### src/design/osc_color_reply_parser_macros.svh
// ----------------------------------------------------------------------------
// osc_color_reply_parser_macros.svh
// Assertion macros shared by the color reply parser RTL. Both sample on the
// rising edge of clock and are disabled while reset is high.
// ----------------------------------------------------------------------------
`ifndef OSC_COLOR_REPLY_PARSER_MACROS_SVH
`define OSC_COLOR_REPLY_PARSER_MACROS_SVH

// The consequent must hold in the same cycle as the antecedent.
`define OCRP_ASSERT_SAME(label, ante, cons) \
   label: assert property (@(posedge clock) disable iff (reset) (ante) |-> (cons)) \
      else $error("ocrp assertion failed");

// The consequent must hold in the cycle after the antecedent.
`define OCRP_ASSERT_NEXT(label, ante, cons) \
   label: assert property (@(posedge clock) disable iff (reset) (ante) |=> (cons)) \
      else $error("ocrp assertion failed");

`endif

### src/design/ocrp_pkg.sv
// ----------------------------------------------------------------------------
// ocrp_pkg
// Types, character codes and the channel scaling function of the color
// reply parser.
// ----------------------------------------------------------------------------
package ocrp_pkg;

   // Largest number of hex digits in one color channel.
   localparam int MAX_HEX_DIGITS = 4;

   // Characters of the reply grammar.
   localparam logic [7:0] CHR_0     = 8'h30;
   localparam logic [7:0] CHR_1     = 8'h31;
   localparam logic [7:0] CHR_4     = 8'h34;
   localparam logic [7:0] CHR_9     = 8'h39;
   localparam logic [7:0] CHR_SEMI  = 8'h3B;
   localparam logic [7:0] CHR_COLON = 8'h3A;
   localparam logic [7:0] CHR_SLASH = 8'h2F;
   localparam logic [7:0] CHR_R     = 8'h72;
   localparam logic [7:0] CHR_G     = 8'h67;
   localparam logic [7:0] CHR_B     = 8'h62;
   localparam logic [7:0] CHR_LA    = 8'h61;
   localparam logic [7:0] CHR_LF    = 8'h66;
   localparam logic [7:0] CHR_UA    = 8'h41;
   localparam logic [7:0] CHR_UF    = 8'h46;

   // Selector register codes for the default colors.
   localparam logic [8:0] SEL_FOREGROUND = 9'h1FF;
   localparam logic [8:0] SEL_BACKGROUND = 9'h1FE;

   // Parse state carried from one byte to the next.
   typedef struct packed {
      logic [1:0]  phase;
      logic [1:0]  lit_pos;
      logic [7:0]  index_acc;
      logic        index_seen;
      logic [15:0] chan_acc;
      logic [2:0]  hex_cnt;
      logic [1:0]  chan_num;
      logic [7:0]  red;
      logic [7:0]  green;
      logic        err;
   } parse_state_type;

   // Start of a payload: selector phase, everything else zero.
   localparam parse_state_type PARSE_IDLE = '0;

   // Scale an n-digit hex channel to 8 bits: (v*255 + m/2) / m, m = 16^n - 1.
   // One digit reduces to v*17 and two digits to v. For three and four digits
   // the quotient by 2^k - 1 is the high part plus one correction step.
   function automatic logic [7:0] scale_chan(input logic [15:0] v,
                                             input logic [2:0]  n);
      logic [20:0] x3;
      logic [12:0] r3;
      logic [8:0]  q3;
      logic [23:0] x4;
      logic [16:0] r4;
      logic [8:0]  q4;
      logic [7:0]  res;
      x3 = {1'b0, v[11:0], 8'h00} - {9'h000, v[11:0]} + 21'd2047;
      r3 = {1'b0, x3[11:0]} + {4'h0, x3[20:12]};
      q3 = x3[20:12] + ((r3 >= 13'd4095) ? 9'd1 : 9'd0);
      x4 = {v, 8'h00} - {8'h00, v} + 24'd32767;
      r4 = {1'b0, x4[15:0]} + {9'h000, x4[23:16]};
      q4 = {1'b0, x4[23:16]} + ((r4 >= 17'd65535) ? 9'd1 : 9'd0);
      case (n)
         3'd2:    res = v[7:0];
         3'd3:    res = q3[7:0];
         3'd4:    res = q4[7:0];
         default: res = {v[3:0], v[3:0]};
      endcase
      return res;
   endfunction

endpackage

### src/design/osc_color_reply_parser.sv
// ----------------------------------------------------------------------------
// osc_color_reply_parser
// Byte-serial parser for the payload of a terminal color-query reply. It
// checks the selector echo against the configured query, reads "rgb:" and
// three hex channels, and gives ok or error with the packed color on the
// last byte of each payload.
//
//   channel | ports   | direction | contents
//   --------+---------+-----------+------------------------------------------
//   req     | req_t*  | in        | reply byte (tdata), last byte (tlast)
//   rsp     | rsp_t*  | out       | color (tdata), parse status (tuser)
//   csr     | csr_*   | in        | expected selector, 9-bit signed
//
// One byte is taken every cycle unless a last byte waits on a full result
// register. Each byte passes through the input register and is parsed from
// there into the state and result registers.
// Only a last byte needs the result register; other bytes pass while a
// result waits to be taken. Reset is synchronous and clears the parse state
// and sets the selector to the default foreground.
// ----------------------------------------------------------------------------
`include "osc_color_reply_parser_macros.svh"

module osc_color_reply_parser
   import ocrp_pkg::*;
(
   input  logic        clock,
   input  logic        reset,
   // Requests: reply bytes.
   input  logic        req_tvalid,
   output logic        req_tready,
   input  logic [7:0]  req_tdata,   // [7:0] reply_byte
   input  logic        req_tlast,   // last_byte
   // Results.
   output logic        rsp_tvalid,
   input  logic        rsp_tready,
   output logic [23:0] rsp_tdata,   // [23:0] color_rgb
   output logic        rsp_tuser,   // parse_status
   // Selector register write.
   input  logic        csr_valid,
   output logic        csr_ready,
   input  logic [8:0]  csr_data
);

   // Parse phase codes.
   localparam logic [1:0] PH_SELECTOR = 2'd0;
   localparam logic [1:0] PH_INDEX    = 2'd1;
   localparam logic [1:0] PH_RGB      = 2'd2;
   localparam logic [1:0] PH_CHANNEL  = 2'd3;

   logic            in_valid_ff;
   logic [7:0]      in_byte_ff;
   logic            in_last_ff;
   logic [8:0]      selector_ff;
   parse_state_type state_ff;
   parse_state_type parse_next;
   parse_state_type state_in;
   logic            rsp_valid_ff;
   logic            status_ff;
   logic [23:0]     color_ff;
   logic            status_in;
   logic [23:0]     color_in;

   logic            proc_fire;
   logic            is_default;
   logic [7:0]      sel_want;
   logic [1:0]      sel_end;
   logic [7:0]      rgb_want;
   logic            is_dec;
   logic [11:0]     index_sum;
   logic            index_match;
   logic            is_hex;
   logic [3:0]      hex_val;
   logic [7:0]      chan_scaled;
   logic [7:0]      blue_scaled;

   // Handshakes: the input register moves on unless a last byte finds the
   // result register still full.
   assign proc_fire  = in_valid_ff && (!in_last_ff || !rsp_valid_ff || rsp_tready);
   assign req_tready = !in_valid_ff || proc_fire;
   assign csr_ready  = 1'b1;
   assign rsp_tvalid = rsp_valid_ff;
   assign rsp_tdata  = color_ff;
   assign rsp_tuser  = status_ff;

   // Input register.
   always_ff @(posedge clock) begin
      if (reset) begin
         in_valid_ff <= 1'b0;
      end else if (req_tvalid && req_tready) begin
         in_valid_ff <= 1'b1;
      end else if (proc_fire) begin
         in_valid_ff <= 1'b0;
      end
      if (req_tvalid && req_tready) begin
         in_byte_ff <= req_tdata;
         in_last_ff <= req_tlast;
      end
   end

   // Selector register.
   always_ff @(posedge clock) begin
      if (reset) begin
         selector_ff <= SEL_FOREGROUND;
      end else if (csr_valid && csr_ready) begin
         selector_ff <= csr_data;
      end
   end

   // Expected characters of the selector echo and the rgb literal.
   assign is_default = (selector_ff == SEL_FOREGROUND) || (selector_ff == SEL_BACKGROUND);
   assign sel_end    = is_default ? 2'd2 : 2'd1;

   always_comb begin
      case (state_ff.lit_pos)
         2'd0:    sel_want = is_default ? CHR_1 : CHR_4;
         2'd1:    sel_want = is_default ? ((selector_ff == SEL_FOREGROUND) ? CHR_0 : CHR_1)
                                        : CHR_SEMI;
         default: sel_want = CHR_SEMI;
      endcase
   end

   always_comb begin
      case (state_ff.lit_pos)
         2'd0:    rgb_want = CHR_R;
         2'd1:    rgb_want = CHR_G;
         2'd2:    rgb_want = CHR_B;
         default: rgb_want = CHR_COLON;
      endcase
   end

   // Decimal index digit and its running value.
   assign is_dec      = (in_byte_ff >= CHR_0) && (in_byte_ff <= CHR_9);
   assign index_sum   = {1'b0, state_ff.index_acc, 3'b000} + {3'b000, state_ff.index_acc, 1'b0}
                        + {8'h00, in_byte_ff[3:0]};
   assign index_match = !selector_ff[8] && (state_ff.index_acc == selector_ff[7:0]);

   // Hex digit decode; letters carry 9 on top of their low nibble.
   always_comb begin
      if ((in_byte_ff >= CHR_0) && (in_byte_ff <= CHR_9)) begin
         is_hex  = 1'b1;
         hex_val = in_byte_ff[3:0];
      end else if (((in_byte_ff >= CHR_LA) && (in_byte_ff <= CHR_LF)) ||
                   ((in_byte_ff >= CHR_UA) && (in_byte_ff <= CHR_UF))) begin
         is_hex  = 1'b1;
         hex_val = in_byte_ff[3:0] + 4'd9;
      end else begin
         is_hex  = 1'b0;
         hex_val = 4'd0;
      end
   end

   // Scaling of the channel closed by a slash.
   assign chan_scaled = scale_chan(state_ff.chan_acc, state_ff.hex_cnt);

   // Parse step for the byte in the input register. Once an error is seen
   // the state holds until the last byte.
   always_comb begin
      parse_next = state_ff;
      if (!state_ff.err) begin
         case (state_ff.phase)
            PH_SELECTOR: begin
               if (in_byte_ff != sel_want) begin
                  parse_next.err = 1'b1;
               end else if (state_ff.lit_pos == sel_end) begin
                  parse_next.lit_pos = 2'd0;
                  parse_next.phase   = is_default ? PH_RGB : PH_INDEX;
               end else begin
                  parse_next.lit_pos = state_ff.lit_pos + 2'd1;
               end
            end
            PH_INDEX: begin
               if (is_dec) begin
                  if (index_sum > 12'd255) begin
                     parse_next.err = 1'b1;
                  end else begin
                     parse_next.index_acc  = index_sum[7:0];
                     parse_next.index_seen = 1'b1;
                  end
               end else if (in_byte_ff == CHR_SEMI) begin
                  if (!state_ff.index_seen || !index_match) begin
                     parse_next.err = 1'b1;
                  end else begin
                     parse_next.lit_pos = 2'd0;
                     parse_next.phase   = PH_RGB;
                  end
               end else begin
                  parse_next.err = 1'b1;
               end
            end
            PH_RGB: begin
               if (in_byte_ff != rgb_want) begin
                  parse_next.err = 1'b1;
               end else if (state_ff.lit_pos == 2'd3) begin
                  parse_next.lit_pos = 2'd0;
                  parse_next.phase   = PH_CHANNEL;
               end else begin
                  parse_next.lit_pos = state_ff.lit_pos + 2'd1;
               end
            end
            default: begin
               if (is_hex) begin
                  if (state_ff.hex_cnt >= 3'(MAX_HEX_DIGITS)) begin
                     parse_next.err = 1'b1;
                  end else begin
                     parse_next.chan_acc = {state_ff.chan_acc[11:0], hex_val};
                     parse_next.hex_cnt  = state_ff.hex_cnt + 3'd1;
                  end
               end else if (in_byte_ff == CHR_SLASH) begin
                  if ((state_ff.hex_cnt == 3'd0) || (state_ff.chan_num >= 2'd2)) begin
                     parse_next.err = 1'b1;
                  end else begin
                     if (state_ff.chan_num == 2'd0) begin
                        parse_next.red = chan_scaled;
                     end else begin
                        parse_next.green = chan_scaled;
                     end
                     parse_next.chan_num = state_ff.chan_num + 2'd1;
                     parse_next.chan_acc = 16'h0000;
                     parse_next.hex_cnt  = 3'd0;
                  end
               end else begin
                  parse_next.err = 1'b1;
               end
            end
         endcase
      end
   end

   // Result of a payload ending with this byte.
   assign blue_scaled = scale_chan(parse_next.chan_acc, parse_next.hex_cnt);

   always_comb begin
      if (!parse_next.err && (parse_next.phase == PH_CHANNEL) &&
          (parse_next.chan_num == 2'd2) && (parse_next.hex_cnt != 3'd0)) begin
         status_in = 1'b0;
         color_in  = {parse_next.red, parse_next.green, blue_scaled};
      end else begin
         status_in = 1'b1;
         color_in  = 24'h000000;
      end
   end

   assign state_in = in_last_ff ? PARSE_IDLE : parse_next;

   // Parse state register.
   always_ff @(posedge clock) begin
      if (reset) begin
         state_ff <= PARSE_IDLE;
      end else if (proc_fire) begin
         state_ff <= state_in;
      end
   end

   // Result register.
   always_ff @(posedge clock) begin
      if (reset) begin
         rsp_valid_ff <= 1'b0;
      end else if (proc_fire && in_last_ff) begin
         rsp_valid_ff <= 1'b1;
      end else if (rsp_tready) begin
         rsp_valid_ff <= 1'b0;
      end
      if (proc_fire && in_last_ff) begin
         status_ff <= status_in;
         color_ff  <= color_in;
      end
   end

   // An error result never carries a color.
   `OCRP_ASSERT_SAME(a_error_no_color, rsp_valid_ff && status_ff, color_ff == 24'h000000)
   // A waiting result is never overwritten by the next payload.
   `OCRP_ASSERT_SAME(a_no_overwrite, rsp_valid_ff && !rsp_tready, !(proc_fire && in_last_ff))
   // After a last byte the parser starts over cleanly.
   `OCRP_ASSERT_NEXT(a_restart, proc_fire && in_last_ff, state_ff == PARSE_IDLE)
   // A byte held in the input register stays until it is parsed.
   `OCRP_ASSERT_NEXT(a_input_held, !req_tready, $stable({in_valid_ff, in_byte_ff, in_last_ff}))
   // The digit count never passes its limit.
   `OCRP_ASSERT_SAME(a_digit_limit, 1'b1, state_ff.hex_cnt <= 3'(MAX_HEX_DIGITS))

endmodule
### config.mk
export PLATFORM = sky130hd
export DESIGN_NAME = osc_color_reply_parser
export DESIGN_NICKNAME = d
export VERILOG_FILES = /design/src/design/ocrp_pkg.sv /design/src/design/osc_color_reply_parser.sv
export VERILOG_INCLUDE_DIRS = /design/src /design/src/design
export SDC_FILE = /design/constraint.sdc
export NUM_CORES = 1
export LEC_CHECK = 0
export ABC_CLOCK_PERIOD_IN_PS = 8450
export BUFFER_PORTS_ARGS = -buffer_cell sky130_fd_sc_hd__buf_2
export CORE_MARGIN = 2
export CORE_UTILIZATION = 35
export DETAILED_ROUTE_END_ITERATION = 12
export PLACE_DENSITY = 0.56
export SYNTH_ARGS = -nofsm -noshare
export SYNTH_HDL_FRONTEND = slang
export SYNTH_SLANG_ARGS = --single-unit
### constraint.sdc
create_clock -name clock -period 8.45 [get_ports clock]
set_input_delay 0.4225 -clock clock [delete_from_list [all_inputs] [get_ports clock]]
set_output_delay 0.4225 -clock clock [all_outputs]
set_load 0.02 [all_outputs]
## Word level (Yosys, flattened, before mapping)

Index checks and enable logic that the tools add are counted.

- Equal/unequal tests: 28
- Divide/modulo/power cells: 0
- Order comparisons: 13
- $mul: 0
- Bitwise gates (word level): 0
- Mux-type cells: 55
- Shifts and indexed selects: 0
- Reduce and logical (&&, ||, !) cells: 37
- Add/subtract/negate cells: 22

Operators with widths:

| cell | count |
|---|---|
| $mux W37 | 3 |
| $mux W51 | 2 |
| $add A24 B15 Y24 const B | 2 |
| $pmux W8 S3 | 2 |
| $sub A24 B16 Y24 | 2 |
| $add A21 B11 Y21 const B | 2 |
| $sub A20 B12 Y21 | 2 |
| $mux W19 | 2 |
| $add A16 B8 Y17 | 2 |
| $ge A17 B16 Y1 const B | 2 |
| $add A8 B1 Y8 | 4 |
| $mux W4 | 8 |
| $mux W9 | 3 |
| $add A12 B9 Y13 | 2 |
| $ge A13 B12 Y1 const B | 2 |
| $mux W1 | 22 |
| $pmux W7 S3 | 1 |
| $eq A9 B9 Y1 const B | 2 |
| $mux W18 | 1 |
| $eq A8 B6 Y1 const B | 2 |
| $ge A8 B7 Y1 const B | 2 |
| $le A8 B7 Y1 const B | 2 |
| $mux W8 | 2 |
| $ne A8 B8 Y1 | 2 |
| other kinds (34) | 79 |

- Memories kept: 0
- Latch bits: 0
- Bits in read-only memories: 0
- Word-level logic and storage cells: 172
- Memory bits (writable): 0
- Bits in registers: 96
- Output and inout port bits: 28
- Input bits: 23

## Logic depth before layout (Yosys ltp)

Gate-level depths: netlist (run 1).

- Depth after elaboration: 20
- Gate-level depth with buffers: 38
- Gate-level depth less buffers: 34

## Worst setup path before layout (run 1)

No wires, ideal clock.

- Path kind: reg2reg
- Start point: register in_byte_ff[1]
- End point: register color_ff[4], in the netlist rsp_tdata[4], data pin
- Buffers on the path: 4
- Data required time: 8.191 ns
- Library setup time: 0.259 ns
- Period minus slack after synthesis: 7.156 ns
- Setup slack: 1.294 ns
- Data arrival time: 6.897 ns
- Stages on the path, launching flop included: 37
- Cell sequence: edfxtp_1 clkbuf_1 inv_1 ha_1 nand2b_1 a21o_1 a31o_1 buf_6 nand2_1 clkbuf_1 clkbuf_1 nand3_1 o21ai_0 inv_1 ha_1 ha_1 fa_1 nor2b_1 o2111a_1 or3_1 nand2_1 xnor2_1 fa_1 a21o_1 a21o_1 a21o_1 a21oi_1 nor2b_1 o21a_1 o21ai_0 a21oi_1 ha_1 ha_1 and3_1 xnor2_1 a22oi_1 a21oi_1

- Cells in the longest elaborated chain, start to end: 16
- Elaborated cells between the ends (all ways): 63
- Those cells by class: 10 x add/sub; 9 x order compare; 9 x eq/ne; 26 x mux; 9 x reduce/logical

Ends and longest elaborated chain:

| item | RTL line | RTL |
|---|---|---|
| start: declaration | osc_color_reply_parser.sv:51 | `logic [7:0] in_byte_ff;` |
| start signal: assignment | osc_color_reply_parser.sv:95 | `in_byte_ff <= req_tdata;` |
| $ge A8 B7 Y1, or another cell as far along | osc_color_reply_parser.sv:142 | `end else if (((in_byte_ff >= CHR_LA) && (in_byte_ff <= CHR_LF)) \|\|` |
| $logic_and A1 B1 Y1 (on tied branches) | osc_color_reply_parser.sv:142, osc_color_reply_parser.sv:143 |  |
| $logic_or A1 B1 Y1 | osc_color_reply_parser.sv:142 |  |
| $mux W4 | osc_color_reply_parser.sv:142 |  |
| $mux W4 | osc_color_reply_parser.sv:139 | `if ((in_byte_ff >= CHR_0) && (in_byte_ff <= CHR_9)) begin` |
| $mux W19 | osc_color_reply_parser.sv:202 | `if (state_ff.hex_cnt >= 3'(MAX_HEX_DIGITS)) begin` |
| $mux W19 | osc_color_reply_parser.sv:201 | `if (is_hex) begin` |
| $mux W37 | osc_color_reply_parser.sv:160 | `case (state_ff.phase)` |
| $mux W51 * | osc_color_reply_parser.sv:159 | `if (!state_ff.err) begin` |
| $sub A24 B16 Y24 / $sub A20 B12 Y21 (equally long branches) | ocrp_pkg.sv:63, ocrp_pkg.sv:60 |  |
| $add A24 B15 Y24 / $add A21 B11 Y21 (equally long branches) | ocrp_pkg.sv:63, ocrp_pkg.sv:60 |  |
| $add A16 B8 Y17 / $add A12 B9 Y13 (equally long branches) | ocrp_pkg.sv:64, ocrp_pkg.sv:61 |  |
| $ge A17 B16 Y1 / $ge A13 B12 Y1 (equally long branches) | ocrp_pkg.sv:65, ocrp_pkg.sv:62 |  |
| $mux W1 (on tied branches) | ocrp_pkg.sv:65, ocrp_pkg.sv:62 |  |
| $add A8 B1 Y8 (on tied branches) | ocrp_pkg.sv:65, ocrp_pkg.sv:62 |  |
| $pmux W8 S3 | ocrp_pkg.sv:66 | `case (n)` |
| end signal: assignment | osc_color_reply_parser.sv:265 | `color_ff <= color_in;` |
| end: declaration | osc_color_reply_parser.sv:59 | `logic [23:0] color_ff;` |

Every way passes the cells marked *; elsewhere a longest branch is shown, timed or not. The select of a mux whose other input is x is not followed.
A chain may end at the register's enable or synchronous reset.

## Worst setup path after layout (run 1)

- Start point: register in_byte_ff[1]
- End point: register color_ff[6], in the netlist rsp_tdata[6], data pin

The elaborated chain is that of the path after synthesis.

==> results of run 1 <==
cell usage after synthesis, drive strengths merged, types with 7 or more instances:
cell and instances:
ha 127, nor2 114, inv 89, nand2 78, a21oi 64, o21ai 64, dfxtp 62, xnor2 61
nand3 48, a22oi 39, edfxtp 34, xor2 34, clkbuf 32, a21o 30, nor2b 29, nor3 24
nand4 21, a211oi 16, a31oi 15, buf 15, o211ai 14, a211o 12, nor4 11, and3 9
nand2b 9, o31ai 9, and2 8, fa 8, mux2i 8, o21bai 8, or3 8, nand3b 7
sequential cells by signal, summed over array words and instances (netlist names):
| register | flops |
|---|---|
| rsp_tuser | 1 |
| in_valid_ff | 1 |
| in_byte_ff | 8 |
| in_last_ff | 1 |
| rsp_tdata | 24 |
| rsp_tvalid | 1 |
| selector_ff | 9 |
| state_ff | 51 |
cell families after synthesis:
family,synth area share
buffers and inverters,0.0565
AOI/OAI and AO/OA,0.231
muxes,0.0119
xor gates and xnor gates,0.0845
adders and majority gates,0.179
DFF,0.230
and+or+nand+nor,0.207
other,0.000381
power breakdown:
| group | internal (uW) | total, uW | switching, uW | leakage [uW] |
|---|---|---|---|---|
| clock | 236 | 431 | 195 | 0.000150 |
| sequential | 484 | 493 | 9.29 | 0.000865 |
| combinational | 18.9 | 51.9 | 33.0 | 0.00356 |
routing by layer:
metal	part of all wire	up-vias
met5	0	-
met4	0.013	0
met3	0.042	25
met2	0.45	248
met1	0.50	4239
li1	-	4469
cell type report:
type                    count  area, um2
repair buffers             65        365
multi-input cells         969       7040
clock inverters             7       86.3
inverters                  89        334
fillers                  2862      16900
well taps                 378        473
flip-flops and latches     96       2260
clock buffers               9        225
path summary, 6_finish.rpt:
| path | endpoint | slack, ns |
|---|---|---|
| worst max register to register | rsp_tdata[6] | 0.74 |
| worst min-delay path | in_last_ff | 0.24 |
| worst max-delay path | rsp_tdata[6] | 0.74 |
| worst min register to register | state_ff[15] | 0.46 |
per-stage QoR:
stage | util | setup WS (ns)
after floorplan | - | 1.29
after global placement | 0.378 | 0.964
after detailed placement | 0.378 | 0.706
after CTS | 0.389 | 0.684
after global routing | 0.389 | 0.0122
final | 0.389 | 0.743
worst register-to-register path: cells and delay by family (launching register included):
kind | cells | cell delay (ns)
AO/OA/AOI/OAI | 12 | 2.78
adder cells (fa/ha/maj) | 7 | 1.95
AND/OR/NAND/NOR | 7 | 1.68
flip-flops | 1 | 0.55
XOR/XNOR | 2 | 0.31
buffers and inverters | 2 | 0.30
==> reports/metrics.csv, run 1 <==
metric,value,unit
finalPower,976,uW
placedCellCount,1597,
maxCapViolations,0,
antenna_found_initial,0,
ir_worst_vdd,82.0,uV
synth_area_per_cell,8.20,um2
hold_slack,0.241,ns
die_y,172,um
finalSetupTns,0,ns
cts_buffers,9,
finalInstanceArea,0.0108,mm2
grt_max_degree,57,
drc,0,
grt_first_pass_wirelength,44.3,mm
dpl_cell_area,0.0105,mm2
max_slew_margin,0.281,
setup_viol,0,
fin_crit,7.71,ns
drt-initial-drc-count,896,
use_met2,0.303,
cts_max_level,3,
syn_to_final_growth,9.51,%
criticalPathCategory,reg -> reg,
wirelength,27.9,mm
tightest_slew,1.07,ns
worst_ep_arrival_time,7.90,ns
worst_clock_skew,0.00656,ns
synth_nets,1359,
clockBufferDepth,2,
critPathMaxStageDelay,0.55,ns
cts_tree,built,
holdBufCountCts,0,
critPathLaunch,in_byte_ff[1],
layout_common_cells,"127 x ha_1, 111 x nor2_1, 88 x inv_1",
status,completed,
grt_pass1_vias,8287,
ys_types,94,
clock-sinks,96,
start_kind,flip-flop,
syn_area,0.00985,mm2
dieArea,0.0295,mm2
wl_per_cell,17.3,um
critical_path.slowest_cell,edfxtp_1,
die_x,172,um
rr_worst_depth,30,
final_common_cell,ha_1,
synthArstFlopShare,0,
num_io_pins,51,
gp_routability_congestion,0.892,
io_buffers,49,
clk_pin_slew,0.07,ns
drv_slew,0,
met1_usage,0.272,
leakage,0.00458,uW
via_per_inst,5.57,
power_density,90.5,mW/mm2
period_share,0.912,
synthFlopType,dfxtp_1,
yosys_register_bits,96,
synth_largest_area_cell,ha_1,
worst-path-stages,30,
start_util,0.355,
core_area,0.0277,mm2
yosys_warnings,0,
synthCells,1201,
crit_top_cell,ha_1,
synth_top_area_frac,0.161,
grt-ovfl-total,0,
gr-usage-met3,0.0249,
hp-class,in -> reg,
nNetsFinal,1388,
synth_edf_count,34,
worst-path-buf-inv,2,
num_rows,61,
regToRegStartpoint,in_byte_ff[1],
rsz0062_at_grt,no,
track_usage,0.190,
cts_resized,0,
crit_fanout,13,
clock-root-buffer,clkbuf_16,
worstSetupEndpointType,flip-flop,
post-dp-hpwl,22.4,mm
drtAntennaViolNets,0,
grt.busiest_layer,met2,
cp.required,8.64,ns
final_cells,1613,
final_hold_viol_count,0,
vias,8981,
clock_latency,0.35,ns
hp-start,req_tlast,
cp_top_family,compound AO/OA/AOI/OAI gates,
ys_top_cells_by_area,"ha_1 16%, dfxtp_1 13%, edfxtp_1 10%",
drive_gt1_frac,0.0955,
post_cts_buffers,0,
diodes,0,
worstHoldPathCells,1,
synth-seq-area-share,0.230,
fmax,130,MHz
drtPass1Iterations,7,
No activity file was read; power rests on OpenSTA's default activity.
==> run 2, diff against run 1 <==
--- a/config.mk
+++ b/config.mk
@@ -8,10 +8,12 @@
 export LEC_CHECK = 0
 export ABC_CLOCK_PERIOD_IN_PS = 8450
 export BUFFER_PORTS_ARGS = -buffer_cell sky130_fd_sc_hd__buf_2
+export CELL_PAD_IN_SITES_DETAIL_PLACEMENT = 1
+export CELL_PAD_IN_SITES_GLOBAL_PLACEMENT = 1
 export CORE_MARGIN = 2
 export CORE_UTILIZATION = 35
 export DETAILED_ROUTE_END_ITERATION = 12
-export PLACE_DENSITY = 0.56
+export PLACE_DENSITY = 0.68
 export SYNTH_ARGS = -nofsm -noshare
 export SYNTH_HDL_FRONTEND = slang
 export SYNTH_SLANG_ARGS = --single-unit
==> reports/metrics.csv, run 2 (synthesized netlist as in run 1, its figures left out) <==
metric,value,unit
status,completed,
io_buffers,49,
rr_endpoint,rsp_tdata[4],
die_y,172,um
fin_crit,7.85,ns
clock-sinks,96,
wirelength,30.4,mm
cts_max_level,3,
finalSetupTns,0,ns
leakage,0.00454,uW
period_share,0.929,
die_x,172,um
finalInstanceArea,0.0107,mm2
min_to,in_byte_ff[3],
nNetsFinal,1383,
post_cts_buffers,0,
cp.required,8.53,ns
wl_per_cell,18.9,um
max_slew_margin,0.259,
syn_to_final_growth,8.91,%
num_io_pins,51,
critPathMaxStageDelay,0.54,ns
setup_ws,0.601,ns
drt-initial-drc-count,516,
drive_gt1_frac,0.0911,
cts_buffers,9,
dieArea,0.0295,mm2
dpl_cell_area,0.0104,mm2
fmax,127,MHz
drv_slew,0,
clockBufferDepth,2,
cts_tree,built,
rr_worst_depth,31,
start_kind,flip-flop,
final_common_cell,ha_1,
tightest_slew,1.11,ns
num_rows,61,
rrSetupSlack,0.60,ns
antenna_found_initial,0,
setup_viol,0,
hp-class,in -> reg,
gp_routability_congestion,0.905,
worstHoldPathCells,1,
track_usage,0.208,
cts_resized,0,
power_density,88.6,mW/mm2
grt_pass1_vias,8971,
worstSetupEndpointType,flip-flop,
clock_latency,0.36,ns
grt_first_pass_wirelength,48.5,mm
ir_worst_vdd,83.7,uV
layout_common_cells,"127 x ha_1, 111 x nor2_1, 88 x inv_1",
core_area,0.0277,mm2
clk_pin_slew,0.07,ns
drc,0,
drtPass1Iterations,5,
worst_clock_skew,0.00972,ns
criticalPathCategory,reg -> reg,
drtAntennaViolNets,0,
maxCapViolations,0,
worst_ep_arrival_time,7.93,ns
largest-register,state_ff,
grt-ovfl-total,0,
diodes,0,
post-dp-hpwl,24.5,mm
start_util,0.355,
final_hold_viol_count,0,
rsz0062_at_grt,no,
hp-start,req_tdata[3],
largest_reg_flops,51,
regToRegStartpoint,in_byte_ff[1],
dp_slack,0.712,ns
critical_path.slowest_cell,edfxtp_1,
crit_fanout,10,
clock-root-buffer,clkbuf_16,
vias,9015,
holdBufCountCts,0,
crit_top_cell,ha_1,
grt_max_degree,57,
via_per_inst,5.61,
-- run 2: cell count changes in the layout (fill, tap and decap cells not counted), sizes merged --
cell | previous run | this run
clkinvlp | 1 | 2
bufinv | 1 | 0
inv | 93 | 91
clkinv | 1 | 3
buf | 65 | 60
-- run 2: worst max-delay path: cells and delay by family (launching register included) --
family,cells,cell delay (ns)
adders and majority gates,7,2.07
and+or+nand+nor,6,1.24
DFF,1,0.54
AOI/OAI and AO/OA,14,3.13
xor gates and xnor gates,2,0.30
buffers and inverters,2,0.28
-- run 2: routing by layer --
layer	global-route usage	share of wire	up-vias
li1	-	-	4460
met2	0.346	0.47	128
met4	0.0413	0.012	0
met1	0.291	0.50	4401
met5	0	0	-
met3	0.0228	0.025	26
-- run 2: power breakdown --
part	internal [uW]	switching [uW]
registers	484	10.2
clock network	205	199
logic	18.2	32.9
total	707	242
-- run 2: stage by stage --
step                power [uW]   util  hold WS, ns  std cells
floorplan                  536      -        0.419       1201
global placement           555  0.377        0.437       1592
detailed placement         556  0.377        0.442       1592
CTS                        961  0.387        0.229       1608
global route               980  0.387        0.232       1608
finish                     950  0.387        0.238       1608
-- run 2: cell type report --
type | instances | area [um2]
clock buffer | 9 | 225
clock inverter | 7 | 66.3
fill | 3355 | 17000
inverter | 89 | 334
multi-input combinational | 969 | 7030
sequential | 96 | 2260
tap | 378 | 473
timing repair buffer | 60 | 328
-- run 2: how the worst max path moves through the flow --
stage	cells after the start	startpoint	end
floorplan	36	in_byte_ff[1]	rsp_tdata[4]
global placement	30	in_byte_ff[0]	rsp_tdata[6]
detailed placement	31	in_byte_ff[1]	rsp_tdata[4]
CTS	31	in_byte_ff[1]	rsp_tdata[4]
global route	30	in_byte_ff[1]	rsp_tdata[6]
finish	31	in_byte_ff[1]	rsp_tdata[4]
